--- src/sv/timed_register_write_player_macros.svh ---
// Assertion macros shared by the timed register write player RTL.
// No dependencies; included by files that carry concurrent checks.
`ifndef TIMED_REGISTER_WRITE_PLAYER_MACROS_SVH
`define TIMED_REGISTER_WRITE_PLAYER_MACROS_SVH

`ifndef SYNTHESIS

// Same-cycle implication, sampled on the rising clock edge, off during reset.
`define TRWP_ASSERT_IMP(lbl, clk, rst_n, ante, cons) \
    lbl: assert property (@(posedge clk) disable iff (!rst_n) (ante) |-> (cons)) \
        else $error("same-cycle check failed");

// Next-cycle implication.
`define TRWP_ASSERT_NXT(lbl, clk, rst_n, ante, cons) \
    lbl: assert property (@(posedge clk) disable iff (!rst_n) (ante) |=> (cons)) \
        else $error("next-cycle check failed");

`else

`define TRWP_ASSERT_IMP(lbl, clk, rst_n, ante, cons)
`define TRWP_ASSERT_NXT(lbl, clk, rst_n, ante, cons)

`endif

`endif

--- src/sv/trwp_pkg.sv ---
// Types and constants of the timed register write player.
// No dependencies; used by the interfaces, the step logic and the top level.
package trwp_pkg;

    localparam int OPCODE_W   = 2;
    localparam int STAMP_W    = 32;
    localparam int REG_W      = 5;
    localparam int DATA_W     = 8;
    localparam int STAT_W     = 32;
    localparam int GAP_W      = 8;
    localparam int CFG_IDX_W  = 1;
    localparam int CFG_DATA_W = 8;

    // Untimed writes go out at once when now is within this many ticks of the top.
    localparam int NEAR_TOP_SPAN = 16;

    localparam logic [STAT_W-1:0] STAT_MAX  = '1;
    localparam logic [GAP_W-1:0]  GAP_RESET = 8'd3;

    typedef enum logic [OPCODE_W-1:0] {
        OP_TICK  = 2'd0,
        OP_ENTRY = 2'd1,
        OP_SONG  = 2'd2
    } opcode_t;

    typedef enum logic [CFG_IDX_W-1:0] {
        CFG_STATS_ENABLE = 1'b0,
        CFG_UNTIMED_GAP  = 1'b1
    } cfg_index_t;

    typedef struct packed {
        logic [OPCODE_W-1:0] opcode;
        logic [STAMP_W-1:0]  timestamp;
        logic [REG_W-1:0]    reg_addr;
        logic [DATA_W-1:0]   reg_value;
        logic                untimed;
    } item_t;

    typedef struct packed {
        logic              write_valid;
        logic [REG_W-1:0]  write_reg;
        logic [DATA_W-1:0] write_data;
        logic              was_late;
        logic              refused;
        logic              busy_res;
        logic [STAT_W-1:0] max_delay;
        logic [STAT_W-1:0] start_late_count;
        logic [STAT_W-1:0] other_late_count;
    } result_t;

    typedef struct packed {
        logic             stats_enable;
        logic [GAP_W-1:0] untimed_gap;
    } cfg_t;

endpackage

--- src/sv/trwp_if.sv ---
// Valid/ready channel interfaces for input items and result items.
// Depends on trwp_pkg for field widths.
interface trwp_in_if;
    logic                          valid;
    logic                          ready;
    logic [trwp_pkg::OPCODE_W-1:0] opcode;
    logic [trwp_pkg::STAMP_W-1:0]  timestamp;
    logic [trwp_pkg::REG_W-1:0]    reg_addr;
    logic [trwp_pkg::DATA_W-1:0]   reg_value;
    logic                          untimed;

    modport source (output valid, opcode, timestamp, reg_addr, reg_value, untimed,
                    input ready);
    modport sink   (input valid, opcode, timestamp, reg_addr, reg_value, untimed,
                    output ready);
endinterface

interface trwp_out_if;
    logic                        valid;
    logic                        ready;
    logic                        write_valid;
    logic [trwp_pkg::REG_W-1:0]  write_reg;
    logic [trwp_pkg::DATA_W-1:0] write_data;
    logic                        was_late;
    logic                        refused;
    logic                        busy_res;
    logic [trwp_pkg::STAT_W-1:0] max_delay;
    logic [trwp_pkg::STAT_W-1:0] start_late_count;
    logic [trwp_pkg::STAT_W-1:0] other_late_count;

    modport source (output valid, write_valid, write_reg, write_data, was_late, refused,
                    busy_res, max_delay, start_late_count, other_late_count,
                    input ready);
    modport sink   (input valid, write_valid, write_reg, write_data, was_late, refused,
                    busy_res, max_delay, start_late_count, other_late_count,
                    output ready);
endinterface

--- src/sv/trwp_step.sv ---
// Player state (time base, pending write, statistics) and its one-pass update.
// Depends on trwp_pkg for item, result and configuration types.
module trwp_step #(
    parameter int TIME_BITS = 32
) (
    input  logic              clk,
    input  logic              rst_n,
    input  logic              fire,
    input  trwp_pkg::item_t   item,
    input  trwp_pkg::cfg_t    cfg,
    output trwp_pkg::result_t result
);

    localparam logic [TIME_BITS-1:0] NEAR_TOP =
        ~TIME_BITS'(trwp_pkg::NEAR_TOP_SPAN - 1);

    logic [TIME_BITS-1:0]        now_reg, now_next;
    logic [TIME_BITS-1:0]        now_p1_reg, now_p1_next;
    logic [TIME_BITS-1:0]        base_reg, base_next;
    logic                        pend_valid_reg, pend_valid_next;
    logic [TIME_BITS-1:0]        pend_due_reg, pend_due_next;
    logic [trwp_pkg::REG_W-1:0]  pend_reg_reg, pend_reg_next;
    logic [trwp_pkg::DATA_W-1:0] pend_data_reg, pend_data_next;
    logic [TIME_BITS-1:0]        max_reg, max_next;
    logic [trwp_pkg::STAT_W-1:0] start_reg, start_next;
    logic [trwp_pkg::STAT_W-1:0] other_reg, other_next;

    logic [TIME_BITS-1:0]        ts_eff;
    logic [TIME_BITS-1:0]        base_eff;
    logic [TIME_BITS-1:0]        due;
    logic [TIME_BITS:0]          diff_ext;
    logic [TIME_BITS-1:0]        diff;
    logic                        is_late;
    logic                        on_time;
    logic [TIME_BITS:0]          gap_sum;
    logic                        untimed_now;
    logic                        start_hit;
    logic [TIME_BITS-1:0]        late_base;
    logic                        tick_hit;
    logic [trwp_pkg::STAT_W-1:0] max_sat;

    logic                        wr_valid;
    logic [trwp_pkg::REG_W-1:0]  wr_reg;
    logic [trwp_pkg::DATA_W-1:0] wr_data;
    logic                        wr_late;
    logic                        wr_refused;

    assign ts_eff    = TIME_BITS'(item.timestamp);
    // An unsynced base syncs to now+1 on the first timed entry.
    assign base_eff  = (base_reg == '0) ? now_p1_reg : base_reg;
    assign due       = ts_eff + base_eff;
    assign diff_ext  = {1'b0, now_reg} - {1'b0, due};
    assign diff      = diff_ext[TIME_BITS-1:0];
    assign is_late   = !diff_ext[TIME_BITS] && (diff != '0);
    assign on_time   = (diff_ext == '0);
    assign gap_sum   = {1'b0, now_reg} + (TIME_BITS + 1)'(cfg.untimed_gap);
    assign untimed_now = (cfg.untimed_gap == '0) || (now_reg >= NEAR_TOP) ||
                         gap_sum[TIME_BITS];
    assign start_hit = (base_eff <= now_p1_reg);
    // base + lateness + 1 reduces to now + 1 - timestamp.
    assign late_base = now_p1_reg - ts_eff;
    assign tick_hit  = pend_valid_reg && (now_p1_reg >= pend_due_reg);

    always_comb
    begin
        now_next        = now_reg;
        now_p1_next     = now_p1_reg;
        base_next       = base_reg;
        pend_valid_next = pend_valid_reg;
        pend_due_next   = pend_due_reg;
        pend_reg_next   = pend_reg_reg;
        pend_data_next  = pend_data_reg;
        max_next        = max_reg;
        start_next      = start_reg;
        other_next      = other_reg;
        wr_valid        = 1'b0;
        wr_reg          = '0;
        wr_data         = '0;
        wr_late         = 1'b0;
        wr_refused      = 1'b0;

        unique case (item.opcode)
            trwp_pkg::OP_TICK:
            begin
                now_next    = now_p1_reg;
                now_p1_next = now_p1_reg + 1'b1;
                if (tick_hit)
                begin
                    wr_valid        = 1'b1;
                    wr_reg          = pend_reg_reg;
                    wr_data         = pend_data_reg;
                    pend_valid_next = 1'b0;
                end
            end
            trwp_pkg::OP_ENTRY:
            begin
                if (pend_valid_reg)
                begin
                    wr_refused = 1'b1;
                end
                else if (item.untimed)
                begin
                    if (untimed_now)
                    begin
                        wr_valid = 1'b1;
                        wr_reg   = item.reg_addr;
                        wr_data  = item.reg_value;
                    end
                    else
                    begin
                        pend_valid_next = 1'b1;
                        pend_due_next   = gap_sum[TIME_BITS-1:0];
                        pend_reg_next   = item.reg_addr;
                        pend_data_next  = item.reg_value;
                    end
                end
                else
                begin
                    base_next = base_eff;
                    if (is_late)
                    begin
                        if (cfg.stats_enable)
                        begin
                            if (diff > max_reg)
                            begin
                                max_next = diff;
                            end
                            if (start_hit)
                            begin
                                start_next = (start_reg == trwp_pkg::STAT_MAX) ?
                                             start_reg : start_reg + 1'b1;
                            end
                            else
                            begin
                                other_next = (other_reg == trwp_pkg::STAT_MAX) ?
                                             other_reg : other_reg + 1'b1;
                            end
                        end
                        base_next = late_base;
                        wr_late   = 1'b1;
                        wr_valid  = 1'b1;
                        wr_reg    = item.reg_addr;
                        wr_data   = item.reg_value;
                    end
                    else if (on_time)
                    begin
                        wr_valid = 1'b1;
                        wr_reg   = item.reg_addr;
                        wr_data  = item.reg_value;
                    end
                    else
                    begin
                        pend_valid_next = 1'b1;
                        pend_due_next   = due;
                        pend_reg_next   = item.reg_addr;
                        pend_data_next  = item.reg_value;
                    end
                end
            end
            trwp_pkg::OP_SONG:
            begin
                base_next       = '0;
                pend_valid_next = 1'b0;
                max_next        = '0;
                start_next      = '0;
                other_next      = '0;
            end
            default:
            begin
                // unused opcode: report status only
            end
        endcase
    end

    if (TIME_BITS > trwp_pkg::STAT_W)
    begin : g_sat_wide
        assign max_sat = (|max_next[TIME_BITS-1:trwp_pkg::STAT_W]) ? trwp_pkg::STAT_MAX :
                         max_next[trwp_pkg::STAT_W-1:0];
    end
    else
    begin : g_sat_narrow
        assign max_sat = trwp_pkg::STAT_W'(max_next);
    end

    assign result.write_valid      = wr_valid;
    assign result.write_reg        = wr_reg;
    assign result.write_data       = wr_data;
    assign result.was_late         = wr_late;
    assign result.refused          = wr_refused;
    assign result.busy_res         = pend_valid_next;
    assign result.max_delay        = max_sat;
    assign result.start_late_count = start_next;
    assign result.other_late_count = other_next;

    always_ff @(posedge clk or negedge rst_n)
    begin
        if (!rst_n)
        begin
            now_reg        <= '0;
            now_p1_reg     <= TIME_BITS'(1);
            base_reg       <= '0;
            pend_valid_reg <= 1'b0;
            pend_due_reg   <= '0;
            pend_reg_reg   <= '0;
            pend_data_reg  <= '0;
            max_reg        <= '0;
            start_reg      <= '0;
            other_reg      <= '0;
        end
        else if (fire)
        begin
            now_reg        <= now_next;
            now_p1_reg     <= now_p1_next;
            base_reg       <= base_next;
            pend_valid_reg <= pend_valid_next;
            pend_due_reg   <= pend_due_next;
            pend_reg_reg   <= pend_reg_next;
            pend_data_reg  <= pend_data_next;
            max_reg        <= max_next;
            start_reg      <= start_next;
            other_reg      <= other_next;
        end
    end

endmodule

--- src/sv/timed_register_write_player.sv ---
// Top level of the timed register write player: channels, configuration, pipeline.
// Depends on trwp_pkg, trwp_if, trwp_step and the assertion macro header.

// The player takes one item per clock while the result side keeps up and returns
// exactly one result for each: the item first lands in an input register,
// then a single combinational pass of trwp_step (one add for the due time, one
// subtract and compare for lateness, one compare against the pending due time)
// updates the player state and fills the result register. Both registers advance
// together, so a full pipeline keeps running at one item per cycle as long as the
// result side takes one result per cycle; a stall on the result side backs up into
// the input register and then drops ready. Tick items advance the microsecond
// count, entry items either write now, write late (and shift the base), park as
// the one pending write, or are refused while a write is pending, and a new-song
// item clears the base, the pending write and the statistics. The two configuration
// registers (statistics enable, untimed gap) are written through the plain write
// port and should only be changed while no items are in flight. There is no
// clearing pass after reset.
`include "timed_register_write_player_macros.svh"

module timed_register_write_player #(
    parameter int TIME_BITS = 32
) (
    input  logic                              clk,
    input  logic                              rst_n,
    trwp_in_if.sink                           in_ch,
    trwp_out_if.source                        out_ch,
    input  logic                              cfg_we,
    input  logic [trwp_pkg::CFG_IDX_W-1:0]    cfg_index,
    input  logic [trwp_pkg::CFG_DATA_W-1:0]   cfg_wdata
);

    // Configuration registers.
    trwp_pkg::cfg_t    cfg_reg, cfg_next;

    // Input stage: one held item.
    logic              s1_valid_reg, s1_valid_next;
    trwp_pkg::item_t   s1_item_reg, s1_item_next;

    // Result stage.
    logic              out_valid_reg, out_valid_next;
    trwp_pkg::result_t out_res_reg, out_res_next;

    trwp_pkg::item_t   in_item;
    trwp_pkg::result_t step_res;
    logic              in_fire;
    logic              out_load;

    // Gather the input payload into one word.
    assign in_item.opcode    = in_ch.opcode;
    assign in_item.timestamp = in_ch.timestamp;
    assign in_item.reg_addr  = in_ch.reg_addr;
    assign in_item.reg_value = in_ch.reg_value;
    assign in_item.untimed   = in_ch.untimed;

    // Advance the held item into the result register whenever that register is
    // free or its contents are being taken in this cycle.
    assign out_load    = s1_valid_reg && (!out_valid_reg || out_ch.ready);
    // Take a new item whenever the input register empties or moves on.
    assign in_ch.ready = !s1_valid_reg || out_load;
    assign in_fire     = in_ch.valid && in_ch.ready;

    // Apply the item to the player state exactly once, when it moves to the result.
    trwp_step #(
        .TIME_BITS (TIME_BITS)
    ) u_step (
        .clk    (clk),
        .rst_n  (rst_n),
        .fire   (out_load),
        .item   (s1_item_reg),
        .cfg    (cfg_reg),
        .result (step_res)
    );

    // Configuration write decode.
    always_comb
    begin
        cfg_next = cfg_reg;
        if (cfg_we)
        begin
            unique case (cfg_index)
                trwp_pkg::CFG_STATS_ENABLE: cfg_next.stats_enable = cfg_wdata[0];
                trwp_pkg::CFG_UNTIMED_GAP:  cfg_next.untimed_gap  =
                                                cfg_wdata[trwp_pkg::GAP_W-1:0];
                default:
                begin
                    cfg_next = cfg_reg;
                end
            endcase
        end
    end

    // Pipeline control: hold, advance or drain each stage.
    always_comb
    begin
        s1_item_next  = s1_item_reg;
        s1_valid_next = s1_valid_reg;
        if (in_fire)
        begin
            s1_item_next  = in_item;
            s1_valid_next = 1'b1;
        end
        else if (out_load)
        begin
            s1_valid_next = 1'b0;
        end

        out_res_next   = out_res_reg;
        out_valid_next = out_valid_reg;
        if (out_load)
        begin
            out_res_next   = step_res;
            out_valid_next = 1'b1;
        end
        else if (out_ch.ready)
        begin
            out_valid_next = 1'b0;
        end
    end

    always_ff @(posedge clk or negedge rst_n)
    begin
        if (!rst_n)
        begin
            cfg_reg.stats_enable <= 1'b1;
            cfg_reg.untimed_gap  <= trwp_pkg::GAP_RESET;
            s1_valid_reg         <= 1'b0;
            out_valid_reg        <= 1'b0;
        end
        else
        begin
            cfg_reg       <= cfg_next;
            s1_valid_reg  <= s1_valid_next;
            out_valid_reg <= out_valid_next;
        end
    end

    // Payload registers: no reset needed.
    always_ff @(posedge clk)
    begin
        s1_item_reg <= s1_item_next;
        out_res_reg <= out_res_next;
    end

    // Drive the result channel from the result register.
    assign out_ch.valid            = out_valid_reg;
    assign out_ch.write_valid      = out_res_reg.write_valid;
    assign out_ch.write_reg        = out_res_reg.write_reg;
    assign out_ch.write_data       = out_res_reg.write_data;
    assign out_ch.was_late         = out_res_reg.was_late;
    assign out_ch.refused          = out_res_reg.refused;
    assign out_ch.busy_res         = out_res_reg.busy_res;
    assign out_ch.max_delay        = out_res_reg.max_delay;
    assign out_ch.start_late_count = out_res_reg.start_late_count;
    assign out_ch.other_late_count = out_res_reg.other_late_count;

    // A late entry always issues its write.
    `TRWP_ASSERT_IMP(a_late_has_write, clk, rst_n,
        out_valid_reg && out_res_reg.was_late, out_res_reg.write_valid)
    // A refused entry never issues a write.
    `TRWP_ASSERT_IMP(a_refused_no_write, clk, rst_n,
        out_valid_reg && out_res_reg.refused, !out_res_reg.write_valid)
    // Without a write the register and data fields read as zero.
    `TRWP_ASSERT_IMP(a_idle_fields_zero, clk, rst_n,
        out_valid_reg && !out_res_reg.write_valid,
        (out_res_reg.write_reg == '0) && (out_res_reg.write_data == '0))
    // Ready drops only while an item is held in the input stage.
    `TRWP_ASSERT_IMP(a_ready_low_held, clk, rst_n, !in_ch.ready, s1_valid_reg)
    // A held item that cannot advance is still held next cycle.
    `TRWP_ASSERT_NXT(a_stall_keeps_item, clk, rst_n,
        s1_valid_reg && !out_load, s1_valid_reg)

endmodule

--- src/flat_wrapper.sv ---
// flat-port wrapper written by rule: the top's interface ports become plain ports
module timed_register_write_player_flat 
#(
    parameter int TIME_BITS = 32
)
  (clk, rst_n, cfg_we, cfg_index, cfg_wdata, in_ch_valid, in_ch_opcode, in_ch_timestamp, in_ch_reg_addr, in_ch_reg_value, in_ch_untimed, in_ch_ready, out_ch_valid, out_ch_write_valid, out_ch_write_reg, out_ch_write_data, out_ch_was_late, out_ch_refused, out_ch_busy_res, out_ch_max_delay, out_ch_start_late_count, out_ch_other_late_count, out_ch_ready);
  trwp_in_if in_ch_i ();
  trwp_out_if out_ch_i ();
  input  logic clk;
  input  logic rst_n;
  input  logic cfg_we;
  input  logic [trwp_pkg::CFG_IDX_W-1:0] cfg_index;
  input  logic [trwp_pkg::CFG_DATA_W-1:0] cfg_wdata;
  input wire logic [$bits(in_ch_i.valid)-1:0] in_ch_valid;
  input wire logic [$bits(in_ch_i.opcode)-1:0] in_ch_opcode;
  input wire logic [$bits(in_ch_i.timestamp)-1:0] in_ch_timestamp;
  input wire logic [$bits(in_ch_i.reg_addr)-1:0] in_ch_reg_addr;
  input wire logic [$bits(in_ch_i.reg_value)-1:0] in_ch_reg_value;
  input wire logic [$bits(in_ch_i.untimed)-1:0] in_ch_untimed;
  output wire logic [$bits(in_ch_i.ready)-1:0] in_ch_ready;
  output wire logic [$bits(out_ch_i.valid)-1:0] out_ch_valid;
  output wire logic [$bits(out_ch_i.write_valid)-1:0] out_ch_write_valid;
  output wire logic [$bits(out_ch_i.write_reg)-1:0] out_ch_write_reg;
  output wire logic [$bits(out_ch_i.write_data)-1:0] out_ch_write_data;
  output wire logic [$bits(out_ch_i.was_late)-1:0] out_ch_was_late;
  output wire logic [$bits(out_ch_i.refused)-1:0] out_ch_refused;
  output wire logic [$bits(out_ch_i.busy_res)-1:0] out_ch_busy_res;
  output wire logic [$bits(out_ch_i.max_delay)-1:0] out_ch_max_delay;
  output wire logic [$bits(out_ch_i.start_late_count)-1:0] out_ch_start_late_count;
  output wire logic [$bits(out_ch_i.other_late_count)-1:0] out_ch_other_late_count;
  input wire logic [$bits(out_ch_i.ready)-1:0] out_ch_ready;
  assign in_ch_i.valid = in_ch_valid;
  assign in_ch_i.opcode = in_ch_opcode;
  assign in_ch_i.timestamp = in_ch_timestamp;
  assign in_ch_i.reg_addr = in_ch_reg_addr;
  assign in_ch_i.reg_value = in_ch_reg_value;
  assign in_ch_i.untimed = in_ch_untimed;
  assign in_ch_ready = in_ch_i.ready;
  assign out_ch_valid = out_ch_i.valid;
  assign out_ch_write_valid = out_ch_i.write_valid;
  assign out_ch_write_reg = out_ch_i.write_reg;
  assign out_ch_write_data = out_ch_i.write_data;
  assign out_ch_was_late = out_ch_i.was_late;
  assign out_ch_refused = out_ch_i.refused;
  assign out_ch_busy_res = out_ch_i.busy_res;
  assign out_ch_max_delay = out_ch_i.max_delay;
  assign out_ch_start_late_count = out_ch_i.start_late_count;
  assign out_ch_other_late_count = out_ch_i.other_late_count;
  assign out_ch_i.ready = out_ch_ready;
  timed_register_write_player #(.TIME_BITS(TIME_BITS)) u_core (.clk(clk), .rst_n(rst_n), .in_ch(in_ch_i), .out_ch(out_ch_i), .cfg_we(cfg_we), .cfg_index(cfg_index), .cfg_wdata(cfg_wdata));
endmodule
--- config.mk ---
export PLATFORM = sky130hd
export DESIGN_NAME = timed_register_write_player_flat
export DESIGN_NICKNAME = d
export VERILOG_FILES = /design/src/sv/trwp_pkg.sv /design/src/sv/trwp_if.sv /design/src/sv/trwp_step.sv /design/src/sv/timed_register_write_player.sv /design/src/flat_wrapper.sv
export VERILOG_INCLUDE_DIRS = /design/src /design/src/sv
export SDC_FILE = /design/constraint.sdc
export NUM_CORES = 1
export LEC_CHECK = 0
export BUFFER_PORTS_ARGS = -buffer_cell sky130_fd_sc_hd__buf_4
export CAP_MARGIN = 30
export CORE_UTILIZATION = 30
export DETAILED_ROUTE_END_ITERATION = 8
export HOLD_SLACK_MARGIN = 0.12
export PLACE_DENSITY_LB_ADDON = 0.05
export SYNTH_ARGS = -nofsm -noshare
export SYNTH_HDL_FRONTEND = slang
export SYNTH_SLANG_ARGS = --single-unit
--- constraint.sdc ---
create_clock -name clk -period 9.3 [get_ports clk]
set_input_delay 0.93 -clock clk [delete_from_list [all_inputs] [get_ports clk]]
set_output_delay 0.93 -clock clk [all_outputs]
set_load 0.05 [all_outputs]
==> run summary <==
Status -> finished, final reports clean
First-pass GRT wire length -> 130000 µm
Vias in the first global route -> 21612
Slowest CP cell -> or4_1
Hold_buf cts -> 0
Postcts setup bufs -> 0
Clock sinks -> 410
Skew final -> 0.0305 ns
Pins Over Slew Limit -> 0
Vias post-DR -> 21362
Mapped Cells -> 2740
Cell count after placement -> 4021
Max reg flops -> 48
Most common cell in the synthesized netlist -> dfrtp_1
Setup Crit Path Kind -> reg2reg
Worst hold path class -> in2async
Worst reg2reg startpoint -> u_core.u_step.base_reg[25]$_DFFE_PN0P_
Cell mode on critical path -> buf_4
Die ar. -> 0.0883 mm²
Setup crit start -> u_core.u_step.base_reg[25]$_DFFE_PN0P_
Max Cap Viol -> 0
# setup viols final -> 0
Num rows -> 107
Worst-Margin Slew -> 0.989 ns
Mapped Area -> 0.0261 mm²
Num CTS Buffers -> 53
Worst path max stage delay -> 0.57 ns
Ys Warns -> 0
Min Clock Period, post-route -> 8.70 ns
GRT overflow -> 0
Post-synth cell types -> 84
Iteration-0 DRC Markers -> 1311
Hold Vio Cnt, Final -> 0
Die Y -> 297 µm
Post-synth ARST share -> 60.7%
WL/cell -> 19.9 µm
Avg Inst Size Synth -> 9.54 µm²
Primary FF master, synth -> dfrtp_1
CP Data Required Time -> 9.64 ns
RSZ-0062 raised after global routing -> no
CTS root buffer -> clkbuf_16
Die width -> 297 µm
F_max -> 115 MHz
Core area -> 0.0857 mm²
Clk slew on worst S/H paths -> 0.06 ns
Area occupied by registers -> 0.0111 mm²
Initial core utilization -> 30.5%
Longest Clk Path Bufs -> 3
CTS tree -> done
Final Cycle Share -> 93.6%
Area Overhead vs Synth -> 18.7%
Clock latency on the worst-skew pair -> 0.63 ns
Synthesized Nets -> 3011
Final Wtd Congestion -> 0.824
IO Pins -> 177
Drt drc -> 0
Initial antenna violation count -> 2
Post-synthesis register bit count -> 410
Layout Cells excl Fill -> 4122
Fillers -> 8758
Sequential share of the synthesized area -> 42.4%
Synth area leader -> dfrtp_1
Number of flops mapped to enable cells by yosys -> 161
Critical path capture point type -> register
Largest net degree at the start of global routing -> 104
DRT Pass-1 Iters -> 5
Post-DRT Antenna Nets -> 0
Via/cell ratio -> 5.18
Synth top cells by count -> dfrtp_1 (245), nand2_1 (241), ha_1 (205), inv_1 (192), a21oi_1 (172)
DP HPWL -> 61300 µm
Final Routed Wirelength -> 82100 µm
Element type at the critical path start -> register
Crit path DAT -> 9.04 ns
Layout cells sized above 1 -> 13.1%
H-Tree Depth -> 2
Worst Path Max Fanout -> 44
Post-layout nets -> 3205
Yosys top cell area share -> 23.5%
Port Buffer Count -> 176
Area of the multi-input gates -> 0.0139 mm²
GRT Util Overall -> 18.5%
Largest cells by area after synthesis -> dfrtp_1 (23%), edfxtp_1 (19%), ha_1 (9.8%)
Slew HR -> 33.6%
## per-stage QoR
stage	util (%)	TNS, ns	hold slack (ns)	setup slack (ns)	cell area [µm²]
3_5_place_dp	34.0	-1.58	0.464	-0.0779	29100
5_1_grt	36.2	0	0.397	0.0393	31000
3_3_place_gp	33.9	0	0.448	0.0119	29100
2_1_floorplan	-	0	0.442	1.27	26100
4_1_cts	36.1	0	0.385	0.129	30900
6_report	36.2	0	0.308	0.598	31000
## final cells by class
type / instances / area share, %
clock buffer: 75 / 4.97
sequential: 410 / 35.7
inverter: 193 / 2.35
antenna: 1 / 0.00807
clock inverter: 23 / 0.791
tap: 1144 / 4.62
multi-input combinational: 2021 / 44.9
timing repair buffer: 255 / 6.65
## path summary, 6_finish.rpt
kind / endpoint / slack (ns) / cells after the start
max in group asynchronous: u_core.u_step.start_reg[9]$_DFFE_PN0P_ / 7.01 / 3
min in group clk: u_core.u_step.pend_reg_reg[1]$_DFFE_PN0P_ / 0.47 / 2
min: u_core.u_step.base_reg[5]$_DFFE_PN0P_ / 0.31 / 1
max: u_core.out_ch.other_late_count[5]$_DFFE_PP_ / 0.60 / 34
min reg2reg: u_core.u_step.pend_reg_reg[1]$_DFFE_PN0P_ / 0.47 / 2
max reg2reg: u_core.out_ch.other_late_count[5]$_DFFE_PP_ / 0.60 / 34
## per-layer routing
layer / global-route usage [%] / vias to the layer above / wire (µm)
met1: 26.9 / 10453 / 41300
met2: 29.1 / 364 / 36600
met5: 0 / - / 0
met3: 2.25 / 80 / 2720
li1: - / 10465 / -
met4: 4.10 / 0 / 1520
## cells in the final DEF (no fill, tap or decap), types with 17 or more instances in the layout
master and count:
nand3_1 78, edfxtp_1 161, nand2b_1 19, o21a_1 23, clkbuf_16 55, a211oi_1 19, dfrtp_1 245, nor2_1 167
xnor2_1 121, nor4_1 21, nand2_1 239, nand4_1 74, inv_1 191, o31ai_1 38, or3_1 39, mux2i_1 22
nor3_1 42, ha_1 205, nor2b_1 20, o21ai_1 32, buf_4 242, xor2_1 71, and3_1 30, a22o_1 82
and2_1 17, a31oi_1 27, a21o_1 98, a21oi_1 172, o21ai_0 159
## worst max-delay path: cells and delay by family, from the launching register on
family	cells	cell delay [ns]
AO/OA/AOI/OAI	13	2.65
XOR/XNOR	2	0.59
buffers and inverters	6	1.14
flip-flops	1	0.40
adder cells (fa/ha/maj)	2	0.67
AND/OR/NAND/NOR	11	2.94
## timing repair
item / CTS / global route
endpoints found under the setup margin: 37 / 117
pin swaps: 0 / 0
endpoints found under the hold margin: 0 / 0
resized for setup: 1 / 10
## cells by family after synthesis
kind of cell | count (synthesis) | synth area share, %
xor gates and xnor gates | 192 | 6.44
and+or+nand+nor | 806 | 15.2
DFF | 410 | 42.4
AOI/OAI and AO/OA | 781 | 19.8
muxes | 33 | 1.32
adders and majority gates | 209 | 10.1
buffers and inverters | 309 | 4.75
Power is not shown: default switching activity piles up to over one toggle a cycle in this logic, so the estimate is an artifact.
